### src/sv/lse_pkg.sv
// Shared constants and types for the LIFO stack engine.
// Holds store sizing, command codes and status codes. No dependencies.
package lse_pkg;

    localparam int DEPTH  = 64;
    localparam int DATA_W = 32;
    localparam int ADDR_W = (DEPTH > 1) ? $clog2(DEPTH) : 1;
    localparam int CNT_W  = $clog2(DEPTH + 1);

    typedef logic [2:0] t_cmd;
    typedef logic [1:0] t_status;

    localparam t_cmd CMD_PUSH = 3'd0;
    localparam t_cmd CMD_POP  = 3'd1;
    localparam t_cmd CMD_SWAP = 3'd2;
    localparam t_cmd CMD_PEEK = 3'd3;
    localparam t_cmd CMD_DUMP = 3'd4;

    localparam t_status ST_OK    = 2'd0;
    localparam t_status ST_EMPTY = 2'd1;
    localparam t_status ST_SHORT = 2'd2;
    localparam t_status ST_FULL  = 2'd3;

endpackage

### src/sv/lifo_stack_engine.sv
// Bounded LIFO stack of signed 32-bit entries held in one synchronous store.
// Uses lse_pkg for sizing, command and status codes.
//
// Usage:
//   Input channel: i_valid / o_stall carry one command beat (i_cmd,
//   i_push_value). Output channel: o_valid / i_stall carry result beats
//   (o_status, o_has_value, o_value, o_last).
//   Push, pop, swap and unknown commands produce one status beat; peek one
//   beat with the top entry; dump one beat per entry, top first, o_last on
//   the bottom entry (a single empty beat when the stack is empty).
//   The first result beat is loaded into the output register in S_EMIT, entered
//   straight after the command is taken, or after S_SWAP1, S_SWAP2 and S_SWAP3
//   for swap. The engine takes no new command until it is back in idle after
//   its last beat; swap reads and then writes back the two top entries in turn.
//   The next command is taken while the last result still waits.
//   When i_stall is high the output register holds its beat and the engine
//   waits with its pending result; no beat is dropped.
//   Reset (i_rst_n low, synchronous) empties the stack, returns to idle and
//   clears the output valid flag. The store itself is not cleared.
module lifo_stack_engine
    import lse_pkg::*;
(
    input  logic                     i_clk,
    input  logic                     i_rst_n,
    input  logic                     i_valid,
    output logic                     o_stall,
    input  logic [2:0]               i_cmd,
    input  logic signed [DATA_W-1:0] i_push_value,
    output logic                     o_valid,
    input  logic                     i_stall,
    output logic [1:0]               o_status,
    output logic                     o_has_value,
    output logic signed [DATA_W-1:0] o_value,
    output logic                     o_last
);

    localparam logic [2:0] S_IDLE  = 3'd0;
    localparam logic [2:0] S_EMIT  = 3'd1;
    localparam logic [2:0] S_SWAP1 = 3'd2;
    localparam logic [2:0] S_SWAP2 = 3'd3;
    localparam logic [2:0] S_SWAP3 = 3'd4;

    logic [DATA_W-1:0] r_mem [DEPTH];
    logic [DATA_W-1:0] r_rd;

    logic [2:0]        r_state, n_state;
    logic [CNT_W-1:0]  r_cnt, n_cnt;
    logic [ADDR_W-1:0] r_idx, n_idx;
    t_status           r_st, n_st;
    logic              r_has, n_has;
    logic              r_dump, n_dump;
    logic [DATA_W-1:0] r_tmp, n_tmp;

    logic              r_ovalid, n_ovalid;
    t_status           r_ostatus, n_ostatus;
    logic              r_ohas, n_ohas;
    logic [DATA_W-1:0] r_ovalue, n_ovalue;
    logic              r_olast, n_olast;

    logic              mem_we;
    logic [ADDR_W-1:0] mem_waddr;
    logic [DATA_W-1:0] mem_wdata;
    logic              mem_re;
    logic [ADDR_W-1:0] mem_raddr;

    logic              in_beat;
    logic              out_free;
    logic [ADDR_W-1:0] top_idx;

    assign o_stall  = (r_state != S_IDLE);
    assign in_beat  = i_valid && (r_state == S_IDLE);
    assign out_free = !r_ovalid || !i_stall;
    assign top_idx  = ADDR_W'(r_cnt - CNT_W'(1));

    always_comb begin
        n_state   = r_state;
        n_cnt     = r_cnt;
        n_idx     = r_idx;
        n_st      = r_st;
        n_has     = r_has;
        n_dump    = r_dump;
        n_tmp     = r_tmp;
        n_ovalid  = r_ovalid;
        n_ostatus = r_ostatus;
        n_ohas    = r_ohas;
        n_ovalue  = r_ovalue;
        n_olast   = r_olast;
        mem_we    = 1'b0;
        mem_waddr = r_idx;
        mem_wdata = r_rd;
        mem_re    = 1'b0;
        mem_raddr = top_idx;

        // retire the held beat once the receiver takes it
        if (r_ovalid && !i_stall) begin
            n_ovalid = 1'b0;
        end

        case (r_state)
            S_IDLE: begin
                if (in_beat) begin
                    n_st    = ST_OK;
                    n_has   = 1'b0;
                    n_dump  = 1'b0;
                    n_idx   = top_idx;
                    n_state = S_EMIT;
                    case (i_cmd)
                        CMD_PUSH: begin
                            if (r_cnt == CNT_W'(DEPTH)) begin
                                n_st = ST_FULL;
                            end else begin
                                mem_we    = 1'b1;
                                mem_waddr = r_cnt[ADDR_W-1:0];
                                mem_wdata = i_push_value;
                                n_cnt     = r_cnt + CNT_W'(1);
                            end
                        end
                        CMD_POP: begin
                            if (r_cnt == '0) begin
                                n_st = ST_EMPTY;
                            end else begin
                                n_cnt = r_cnt - CNT_W'(1);
                            end
                        end
                        CMD_SWAP: begin
                            if (r_cnt < CNT_W'(2)) begin
                                n_st = ST_SHORT;
                            end else begin
                                mem_re  = 1'b1;
                                n_state = S_SWAP1;
                            end
                        end
                        CMD_PEEK: begin
                            if (r_cnt == '0) begin
                                n_st = ST_EMPTY;
                            end else begin
                                mem_re = 1'b1;
                                n_has  = 1'b1;
                            end
                        end
                        CMD_DUMP: begin
                            if (r_cnt == '0) begin
                                n_st = ST_EMPTY;
                            end else begin
                                mem_re = 1'b1;
                                n_has  = 1'b1;
                                n_dump = 1'b1;
                            end
                        end
                        default: begin
                            n_st = ST_OK;
                        end
                    endcase
                end
            end
            S_SWAP1: begin
                // hold the top entry, fetch the one below it
                n_tmp     = r_rd;
                mem_re    = 1'b1;
                mem_raddr = r_idx - ADDR_W'(1);
                n_state   = S_SWAP2;
            end
            S_SWAP2: begin
                mem_we    = 1'b1;
                mem_waddr = r_idx;
                mem_wdata = r_rd;
                n_state   = S_SWAP3;
            end
            S_SWAP3: begin
                mem_we    = 1'b1;
                mem_waddr = r_idx - ADDR_W'(1);
                mem_wdata = r_tmp;
                n_state   = S_EMIT;
            end
            S_EMIT: begin
                if (out_free) begin
                    n_ovalid  = 1'b1;
                    n_ostatus = r_st;
                    n_ohas    = r_has;
                    n_ovalue  = r_has ? r_rd : '0;
                    n_olast   = !r_dump || (r_idx == '0);
                    if (r_dump && (r_idx != '0)) begin
                        // advance to the next entry down
                        n_idx     = r_idx - ADDR_W'(1);
                        mem_re    = 1'b1;
                        mem_raddr = r_idx - ADDR_W'(1);
                    end else begin
                        n_state = S_IDLE;
                    end
                end
            end
            default: begin
                n_state = S_IDLE;
            end
        endcase
    end

    always_ff @(posedge i_clk) begin
        if (mem_we) begin
            r_mem[mem_waddr] <= mem_wdata;
        end
        if (mem_re) begin
            r_rd <= r_mem[mem_raddr];
        end
    end

    always_ff @(posedge i_clk) begin
        if (!i_rst_n) begin
            r_state  <= S_IDLE;
            r_cnt    <= '0;
            r_ovalid <= 1'b0;
            r_dump   <= 1'b0;
        end else begin
            r_state  <= n_state;
            r_cnt    <= n_cnt;
            r_ovalid <= n_ovalid;
            r_dump   <= n_dump;
        end
    end

    always_ff @(posedge i_clk) begin
        r_idx     <= n_idx;
        r_st      <= n_st;
        r_has     <= n_has;
        r_tmp     <= n_tmp;
        r_ostatus <= n_ostatus;
        r_ohas    <= n_ohas;
        r_ovalue  <= n_ovalue;
        r_olast   <= n_olast;
    end

    assign o_valid     = r_ovalid;
    assign o_status    = r_ostatus;
    assign o_has_value = r_ohas;
    assign o_value     = r_ovalue;
    assign o_last      = r_olast;

endmodule

### config.mk
export PLATFORM = sky130hd
export DESIGN_NAME = lifo_stack_engine
export DESIGN_NICKNAME = d
export VERILOG_FILES = /design/src/sv/lse_pkg.sv /design/src/sv/lifo_stack_engine.sv
export SDC_FILE = /design/constraint.sdc
export NUM_CORES = 2
export LEC_CHECK = 0
export BUFFER_PORTS_ARGS = -buffer_cell sky130_fd_sc_hd__clkbuf_2
export CAP_MARGIN = 20
export CORE_UTILIZATION = 52
export DETAILED_ROUTE_END_ITERATION = 8
export PLACE_DENSITY = 0.7
export REMOVE_ABC_BUFFERS = 1
export SLEW_MARGIN = 20
export SYNTH_ARGS = -nofsm -noshare
export SYNTH_HDL_FRONTEND = slang
export SYNTH_SLANG_ARGS = --single-unit
### constraint.sdc
create_clock -name i_clk -period 5.2 [get_ports i_clk]
set_clock_uncertainty 0.15 [all_clocks]
set_input_delay 0 -clock i_clk [delete_from_list [all_inputs] [get_ports i_clk]]
set_output_delay 0 -clock i_clk [all_outputs]
set_load 0.03 [all_outputs]
Word level (Yosys, flattened, before mapping)
Memory sizes are Yosys's and may differ from the RTL's. A register that Yosys moved wholly into a read port is not among the register bits.
Cells that the tools add are included.
{"block": "totals", "out_inout_bits": 38, "ramBits": 2048, "n_memories": 1, "input_bits": 39, "wordCells": 101, "ff_bits": 89}
{"block": "op_classes", "n_reduce_logical": 24, "n_mux": 45, "addsub": 3, "eq_ne": 15, "n_lt_le_gt_ge": 1}
{"name": "r_mem", "words": 64, "word_bits": 32, "rd": 1, "rd_clocked_by_memory_dff": 1, "wr": 1, "line": "lifo_stack_engine.sv:43", "source": "logic [DATA_W-1:0] r_mem [DEPTH];"}
{"cell": "$mux 32", "n": 3}
{"cell": "$pmux 32 s2", "n": 1}
{"cell": "$mux 6", "n": 8}
{"cell": "$pmux 6 s2", "n": 3}
{"cell": "$mux 1", "n": 15}
{"cell": "$pmux 3 s5", "n": 1}
{"cell": "$mux 7", "n": 2}
{"cell": "$pmux 7 s2", "n": 1}
{"cell": "$eq 3x2->1 const B", "n": 4}
{"cell": "$ne 2x2->1 const B", "n": 6}
{"cell": "$mux 3", "n": 3}
{"cell": "$mux 2", "n": 4}
{"cell": "$add 7x1->7 const B", "n": 1}
{"cell": "$eq 7x7->1 const B", "n": 1}
{"cell": "$logic_not 7->1", "n": 1}
{"cell": "$lt 7x2->1 const B", "n": 1}
{"cell": "$sub 7x1->7 const B", "n": 1}
{"cell": "$eq 3x1->1 const B", "n": 2}
{"cell": "$eq 3x3->1 const B", "n": 2}
{"cell": "$logic_not 3->1", "n": 2}
{"cell": "$logic_not 6->1", "n": 1}
{"cell": "$pmux 2 s3", "n": 1}
{"cell": "$reduce_bool 6->1", "n": 1}
{"cell": "$sub 6x1->6 const B", "n": 1}
{"cell": "other kinds (13)", "n": 22}

Longest topological paths before layout
{"block": "depth", "ltp_word": 7, "ltp_mapped": 17, "ltp_nobuf": 11}

Least setup slack after synthesis
No wires, ideal clock.
{"block": "synth_timing", "path_kind": "register to register", "startpoint": "reg r_state[0]", "endpoint": "mem r_mem[33][0], enable pin", "path_stages_with_launch": 12, "path_slack_ns": -0.367, "setup_time_ns": 0.461, "t_arrival_ns": 4.956, "path_buffers": 3, "t_required_ns": 4.589, "period_less_slack_ns": 5.567, "path_cell_list": "dfxtp_1 buf_6 or4b_1 clkbuf_1 nor4_2 and2_1 buf_4 mux2i_1 a221oi_1 or4_1 or2_1 nor3_1"}
{"block": "synth_via", "elab_chain_len": 6, "word_cells_on_any_way": 11, "classes_between": "eq/ne (2); mux (6); reduce/logical (3)"}
{"item": "start: declaration", "line": "lifo_stack_engine.sv:46", "source": "logic [2:0] r_state, n_state;"}
{"item": "start signal: assignment", "line": "lifo_stack_engine.sv:214", "source": "r_state <= n_state;"}
{"item": "$logic_not 3->1", "line": "lifo_stack_engine.sv:71, lifo_stack_engine.sv:99"}
{"item": "$logic_and 1x1->1", "line": "lifo_stack_engine.sv:71", "source": "assign in_beat = i_valid && (r_state == S_IDLE);"}
{"item": "$mux 1", "line": "lifo_stack_engine.sv:101", "source": "if (in_beat) begin"}
{"item": "$pmux 1 s2", "line": "lifo_stack_engine.sv:99", "source": "case (r_state)"}
{"item": "$mux 1", "line": "lifo_stack_engine.sv:199", "source": "if (mem_we) begin"}
{"item": "$mux 1 (implied by the code)", "line": "lifo_stack_engine.sv:200", "source": "r_mem[mem_waddr] <= mem_wdata;"}
{"item": "end: declaration", "line": "lifo_stack_engine.sv:43"}
Several ways; a longest one is shown, not always the timed one.

Final worst setup path
{"block": "layout_timing", "startpoint": "reg r_state[2]", "endpoint": "mem r_mem[44][10], enable pin"}
The elaborated chain is that of the path after synthesis.

==> impl_metrics.py <==
metrics = {
    "power_and_ir_drop": {
        "p_leak_nw": 32.00,
        "irDropWorstVdd_v": 0.0003997,
        "seq_power_share": 0.516,
        "p_int_mw": 28.83,
        "clockPowerShare": 0.408,
        "switching_share": 0.2304,
        "p_per_area_nw_per_um2": 376.8,
        "share_comb_of_total_power": 0.075,
        "p_sw_mw": 8.631,
    },
    "drt": {
        "routed_wl_um": 266300,
        "drt-initial-drc-count": 8766,
        "dr.pass1.iters": 8,
        "wl_per_cell_um": 33.37,
        "drcViolationCount": 40,
        "drtAntennaViolNets": 0,
        "route.vias.total": 54520,
        "via_per_inst": 6.833,
    },
    "global_routing": {
        "grt_pass1_wl_um": 376300,
        "antenna_found_initial": 17,
        "grtUsageTotal": 0.3122,
        "overflow": 0,
        "grt_max_degree": 147,
        "grt_pass1_vias": 51870,
    },
    "setup_path": {
        "critical_path.max_stage_delay_ps": 880,
        "r2r.worst_path.cells": 9,
        "crit_arrival_ps": 5460,
        "critical_path_class": "reg -> reg",
        "crit_path_max_fanout": 20,
        "endpoint_kind": "flop",
        "path_cells": "or4b_1 > nor4_2 > and2_2 > mux2i_1 > a221oi_1 > nor2b_1 > nand2b_1 > nor2_4 > buf_12",
        "r2r_slack_ps": 120,
        "required_ps": 5580,
        "cp_slowest_cell": "a221oi_1",
        "setup.worst_path.start_class": "flop",
    },
    "logic_synthesis": {
        "synth_xor_area_frac": 0.001316,
        "synth_compound_area_frac": 0.1014,
        "synthTopCellsByArea": "edfxtp_1, mux2i_1, a211oi_1, and3_1, nand2_1",
        "synthCells": 5391,
        "syn_area_sq_um": 86550,
        "muxShareOfSynthArea": 0.04726,
        "yosysUniqueCellTypes": 78,
        "synthAdderAreaFrac": 0.0005783,
        "post-synth-top-area-fraction": 0.7484,
        "synth_seq_cells": 2169,
        "yosys.area.top_type": "edfxtp_1",
        "async_reset_ff_frac": 0,
        "ys_seq_area_frac": 0.7512,
        "synthFlopType": "edfxtp_1",
        "synth_top_family_by_area": "compound AO/OA/AOI/OAI gates",
        "synth-edff-count": 2157,
        "synth-simple-area-share": 0.07367,
        "avgSynthCellArea_sq_um": 16.05,
        "yosysWarnings": 0,
    },
    "finish": {
        "layout_common_cells": "edfxtp_1, and3_1, a211oi_1",
        "final_nets": 5653,
        "register_area_sq_um": 65010,
        "area_growth_pct": 14.87,
        "multi_input_area_sq_um": 20450,
        "drive_gt1_frac": 0.1445,
        "instances_no_fill": 7979,
        "final_common_cell": "edfxtp_1",
        "nFillCells": 11950,
    },
    "cts": {
        "post_cts_resized": 0,
        "cts_buffers": 211,
        "path_clk_slew_ps": 60,
        "cts-root-buf": "clkbuf_16",
        "insertion_delay_ps": 860,
        "h-tree-depth": 4,
        "clk_path_buf_depth": 3,
        "cts_tree": "done",
        "cts.sinks": 2169,
    },
    "timing": {
        "rsz0062_at_grt": "false",
        "final_max_slew_viol_count": 0,
        "period_share": 0.9762,
        "setup-tns-final_ps": 0,
        "finalHoldViolCount": 0,
        "finalSetupViolCount": 0,
        "worst_pin_slew_ps": 1158,
        "relSlewSlack": 0.2278,
        "final.min_clock_period_ps": 5076,
        "max_freq_mhz": 197.0,
    },
    "place": {
        "port_buffers": 76,
        "dp_hpwl_um": 151400,
        "placed_cells": 7535,
        "gp_congestion": 0.9127,
    },
    "run_status": {
        "status": "finished with violations",
        "violations": "design-rule violations",
    },
    "floorplanning": {
        "core_area_sq_um": 165200,
        "die_y_um": 410.0,
        "ios": 77,
        "fp.dieW_um": 410.0,
        "die_area_sq_um": 168100,
        "fp-row-count": 149,
        "initial_utilization": 0.5240,
    },
    "job": {
        "max_cap_violations": 0,
    },
    "min_path": {
        "min_path_cells": 4,
        "hold_class": "in -> reg",
    },
}
[flip-flops by register name, indices dropped and copies added, names as in the netlist]
| name | flops |
|---|---|
| o_value | 32 |
| r_rd | 32 |
| r_has | 1 |
| o_last | 1 |
| o_valid | 1 |
| o_has_value | 1 |
| r_cnt | 7 |
| r_mem | 2048 |
| r_idx | 6 |
| r_state | 3 |
| r_dump | 1 |
| r_tmp | 32 |
| r_st | 2 |
| o_status | 2 |
[cell type report]
type / instances / share of cell area
clock inverter: 130 / 0.01433
timing repair buffer: 428 / 0.04256
sequential: 2169 / 0.6539
clock buffer: 260 / 0.05517
tap: 2189 / 0.02755
antenna: 3 / 0.00007551
multi-input combinational: 2785 / 0.2057
inverter: 15 / 0.0006418
[stage by stage]
stage          area, sq um  utilization  power (mW)  setup WS (ps)  hold WS (ps)
2_1_floorplan        84480            -       21.27         -18690        -28.29
3_3_place_gp         91970       0.5568       22.40          343.3         223.6
3_5_place_dp         91970       0.5568       22.44          289.6         220.8
4_1_cts              99380       0.6017       37.47          243.9         18.68
5_1_grt              99410       0.6019       38.25          16.07         88.52
6_report             99420       0.6019       37.46          124.0         48.78
[kinds of logic (layout without fill, tap and decap cells)]
| logic type | Yosys count | in the layout |
|---|---|---|
| mux | 397 | 397 |
| buf+inv | 437 | 833 |
| compound gates | 1147 | 1147 |
| fa+ha+maj | 4 | 4 |
| other cells | 0 | 3 |
| xor+xnor | 13 | 13 |
| simple gates | 1224 | 1224 |
| flops | 2169 | 2169 |
[power groups by stage]
stage | Combinational, mW | Sequential (mW) | Clock (mW)
3_3_place_gp | 2.69 | 19.7 | 0
2_1_floorplan | 1.51 | 19.8 | 0
4_1_cts | 2.76 | 19.3 | 15.4
3_5_place_dp | 2.73 | 19.7 | 0
5_1_grt | 2.90 | 19.3 | 16.0
6_report | 2.82 | 19.3 | 15.3
[critical path: cells and delay by family, from the launching register on]
family / cells / cell delay, ps
compound gates: 1 / 880
flops: 1 / 500
mux: 1 / 90
simple gates: 6 / 2840
buf+inv: 1 / 260
[timing repair]
action                    in CTS  in global routing
hold endpoints to repair    1943                  0
setup buffers                  0                  0
hold buffers                  50                  0
[per-layer routing]
| metal | GRT usage | share of wire |
|---|---|---|
| met2 | 0.4770 | 0.46 |
| met4 | 0.1390 | 0.047 |
| met3 | 0.07069 | 0.13 |
| met1 | 0.4301 | 0.37 |
| met5 | 0 | 0.00044 |
[final timing paths]
path / start / end
setup / recovery: r_state[2] / r_mem[44][10]
hold / removal: i_push_value[9] / r_mem[11][9]
setup reg to reg: r_state[2] / r_mem[44][10]
hold reg to reg: r_st[1] / o_status[1]
[cell usage after synthesis (all sizes together), types with 63 or more instances]
cell type,instances
edfxtp,2157
o21ai,100
clkbuf,208
nand3,155
and3,473
buf,214
a221oi,125
a2111oi,63
a31oi,163
mux2i,372
nor2,96
nand2,378
a211oi,424
(Power assumes the default switching activity.)
